--- config.mk ---
export PLATFORM = sky130hd
export DESIGN_NAME = gtsr_ram
export DESIGN_NICKNAME = d
export VERILOG_FILES = /design/src/rtl/gtsr_ram.sv
export SDC_FILE = /design/constraint.sdc
export NUM_CORES = 2
export LEC_CHECK = 0
export BUFFER_PORTS_ARGS = -buffer_cell sky130_fd_sc_hd__buf_2
export CORE_AREA = 2 2 402 404
export DETAILED_ROUTE_END_ITERATION = 6
export DIE_AREA = 0 0 404 406
export GPL_ROUTABILITY_DRIVEN = 0
export PLACE_DENSITY_LB_ADDON = 0.3
export REMOVE_ABC_BUFFERS = 1
export SLEW_MARGIN = 15
export SYNTH_ARGS = -nofsm -noshare
export SYNTH_HDL_FRONTEND = slang
export SYNTH_SLANG_ARGS = --single-unit
--- constraint.sdc ---
create_clock -name clk -period 6.4 [get_ports clk]
set_input_delay 1.28 -clock clk [delete_from_list [all_inputs] [get_ports clk]]
set_output_delay 1.28 -clock clk [all_outputs]
set_load 0.01 [all_outputs]
--- src/rtl/gtsr_ram.sv ---
// Generic single-port-write, single-port-read RAM with registered read data.
// No dependencies.
module gtsr_ram #(
  parameter int WIDTH = 8,
  parameter int DEPTH = 256
) (
  input  logic                     clk,
  input  logic                     wr_en,
  input  logic [$clog2(DEPTH)-1:0] wr_addr,
  input  logic [WIDTH-1:0]         wr_data,
  input  logic [$clog2(DEPTH)-1:0] rd_addr,
  output logic [WIDTH-1:0]         rd_data
);

  logic [WIDTH-1:0] mem [DEPTH];

  always_ff @(posedge clk) begin
    if (wr_en) begin
      mem[wr_addr] <= wr_data;
    end
    rd_data <= mem[rd_addr];
  end

endmodule
==> reports/results.tsv <==
stage	metric	value	unit
routing	via_count	38770	
sta	fin_crit	4.041	ns
routing	viasPerCell	6.367	
routing	drt_iter0_drc	5407	
clock_tree	ctsResizeCount	0	
yosys	synth-edff-count	2048	
final_layout	area_growth	11.16	%
clock_tree	cts_made_buffers	205	
yosys	yosys_register_bits	2056	
routing	drt_first_pass_iters	5	
sta	final_hold_viol_count	0	
yosys	ys_seq_area_share	77.50	%
clock_tree	post_cts_buffers	0	
final_layout	layout_common_cells	2048 x edfxtp_1, 454 x mux4_2, 279 x nor2_1	
power	ir_drop	0.2533	mV
global_route	grt_first_pass_wirelength	281100	um
worst_setup_path	path_max_fanout	37	
worst_setup_path	cp.required	7.07	ns
routing	met2_length	93460	um
routing	m1WireLength	77610	um
worst_setup_path	setup.worst_path.start_class	primary input	
worst_setup_path	cp_top_family	buffers and inverters	
sta	worst_slew_pin_slew	1.345	ns
sta	rsz0062_at_grt	no	
global_route	grt_max_degree	205	
sta	timing.fmax	247.4	MHz
global_route	grt_pass1_vias	38530	
power	p_clk_share	41.8	%
yosys	syn_inst	3733	
yosys	synth_cell_types	55	
power	p_seq_share	53.5	%
clock_tree	cts_tree	yes	
clock_tree	clock_sinks	2056	
sta	maxSlewViolCount	0	
clock_tree	ctsRootBufferMaster	clkbuf_16	
clock_tree	clk_latency	0.82	ns
yosys	syn_area_per_cell	21.31	um2
routing	wl_per_cell	32.06	um
floorplanning	die-area	164000	um2
yosys	synthArstFlopShare	0	%
sta	min_period_over_period	63.15	%
floorplanning	core	159600	um2
outcome	status	completed	
power	p_switching	0.005873	W
routing	wirelength	195200	um
floorplanning	rows	147	
clock_tree	cts_max_level	4	
clock_tree	ctsHoldBuffers	0	
floorplanning	die_w	404	um
sta	finalSetupViolations	0	
sta	maxSlewHeadroom	9.488	%
global_route	antenna_found_initial	11	
worst_setup_path	crit_chain	buf_4 > clkinv_1 > buf_4 > mux4_2 > nor2_1 > a2111oi_0 > nor3_1 > nor4_2	
final_layout	final_cell_count_no_fill	6090	
floorplanning	dieHeight	406	um
worst_setup_path	path_class	primary input to register	
global_route	grt_usage	23.99	%
final_layout	final_common_cell	edfxtp_1	
global_route	overflow	0	
power	p_leak	27.13	nW
placement	placed_cells	5713	
routing	highest_layer	met5	
sta	finalSetupTns	0	ns
routing	met3_length	18810	um
worst_setup_path	cp_slowest_cell	clkinv_1	
power	power.internal	0.02195	W
placement	hpwlAfterDp	116400	um
power	power-per-cell-area	314.6	nW/um2
power	pwr-share-comb	4.7	%
sta	finalClockSkew	0.02000	ns
floorplanning	initial_core_util	49.83	%
placement	io_buffers	33	
routing	ant_nets	0	
worst_setup_path	crit_arrival	4.71	ns
clock_tree	clk_path_buf_depth	3	
job	maxCapViolCount	0	
routing	drc_errors	0	
final_layout	drive_above_1_share	22.11	%
yosys	synth_ff_type	edfxtp_1	
clock_tree	clk_pin_slew	0.06	ns
final_layout	layout.nets	3860	
worst_setup_path	cp_common_cell	buf_4	
yosys	yosys_warnings	0	
yosys	mappedNetlistArea	79560	um2
worst_setup_path	end_kind	register	
floorplanning	io_pins	34	
power	sw_frac_of_total	21.11	%
worst_setup_path	critPathMaxStageDelay	0.77	ns
worst_setup_path	worst-path-buf-inv	3	
worst_hold_path	worstHoldPathType	primary input to register	
-- power by group through the flow --
stage	clock (W)	sequential (W)	combinational (W)
2_1_floorplan	0	0.0151	0.000521
3_3_place_gp	0	0.0152	0.00130
3_5_place_dp	0	0.0152	0.00132
4_1_cts	0.0118	0.0149	0.00132
5_1_grt	0.0123	0.0149	0.00139
6_report	0.0116	0.0149	0.00132
-- worst paths after layout --
| path | cells after the start | to | slack, ns | startpoint |
|---|---|---|---|---|
| max | 8 | rd_data[0]$_DFF_P_ | 2.36 | rd_addr[2] |
| min | 1 | mem[226][4]$_DFFE_PP_ | 0.90 | wr_data[4] |
| max reg2reg | 6 | rd_data[3]$_DFF_P_ | 3.46 | mem[27][3]$_DFFE_PP_ |
| min reg2reg | 6 | rd_data[5]$_DFF_P_ | 1.05 | mem[33][5]$_DFFE_PP_ |
-- sequential cells by signal (all words and copies together) (netlist names) --
name,count
mem,2048
rd_data,8
-- per-layer routing --
metal | up-vias | GRT usage (%)
met1 | 20690 | 34.01
met2 | 1859 | 37.70
li1 | 15890 | -
met3 | 325 | 5.462
met4 | 8 | 6.939
met5 | - | 0
-- metrics by stage --
| step | utilization, % | worst slack, ns | hold WS (ns) | cell area, um2 | power (W) |
|---|---|---|---|---|---|
| 2_1_floorplan | - | 2.712 | 0.7630 | 78110 | 0.01566 |
| 3_3_place_gp | 51.35 | 1.615 | 0.9916 | 81970 | 0.01646 |
| 3_5_place_dp | 51.35 | 1.598 | 1.036 | 81980 | 0.01648 |
| 4_1_cts | 55.39 | 2.477 | 0.8799 | 88420 | 0.02795 |
| 5_1_grt | 55.39 | 2.277 | 0.8997 | 88430 | 0.02851 |
| 6_report | 55.39 | 2.359 | 0.8973 | 88430 | 0.02782 |
-- synthesized netlist by cell type, types with 4 or more instances --
library cell	instances	area [um2]
nor4_1	24	150.1
buf_8	13	195.2
o21ai_0	10	50.05
nand2b_1	8	50.05
o211ai_1	10	75.07
and2_1	6	37.54
a21oi_1	96	480.5
or2_2	4	25.02
buf_1	22	82.58
o22a_1	5	43.79
mux4_2	454	10220
a22oi_1	133	998.5
o32ai_1	4	35.03
nand3_1	34	170.2
a22o_1	8	70.07
o22ai_1	28	175.2
nand4_1	10	62.56
a211oi_1	16	120.1
nor2b_1	31	193.9
buf_12	8	160.2
clkbuf_1	111	416.7
nand2_1	33	123.9
buf_6	21	236.5
nor2_1	282	1059
buf_4	27	202.7
dfxtp_1	8	160.2
mux2i_1	134	1341
edfxtp_1	2048	61500
buf_2	31	155.2
o221ai_1	46	402.9
nor3_1	22	110.1
a221oi_1	13	113.9
-- cells by family (layout without fill, tap and decap cells) --
group           count (synthesis)  in the layout  share of synthesized area [%]
flops                        2056           2056                          77.50
compound gates                385            385                          3.419
buf+inv                       235            501                          1.831
other cells                     0              5                              0
simple gates                  466            466                          2.628
mux                           591            591                          14.62
-- final cells by class --
type                    count  area (um2)
well taps                2086        2610
clock buffers             252        5413
clock inverters           120        1030
flip-flops and latches   2056       61660
repair buffers            127        1196
multi-input cells        1442       16510
diodes                      5       12.51
fillers                 11780       71210
inverters                   2       7.507
Note: power is estimated with default switching activity, not from simulation.
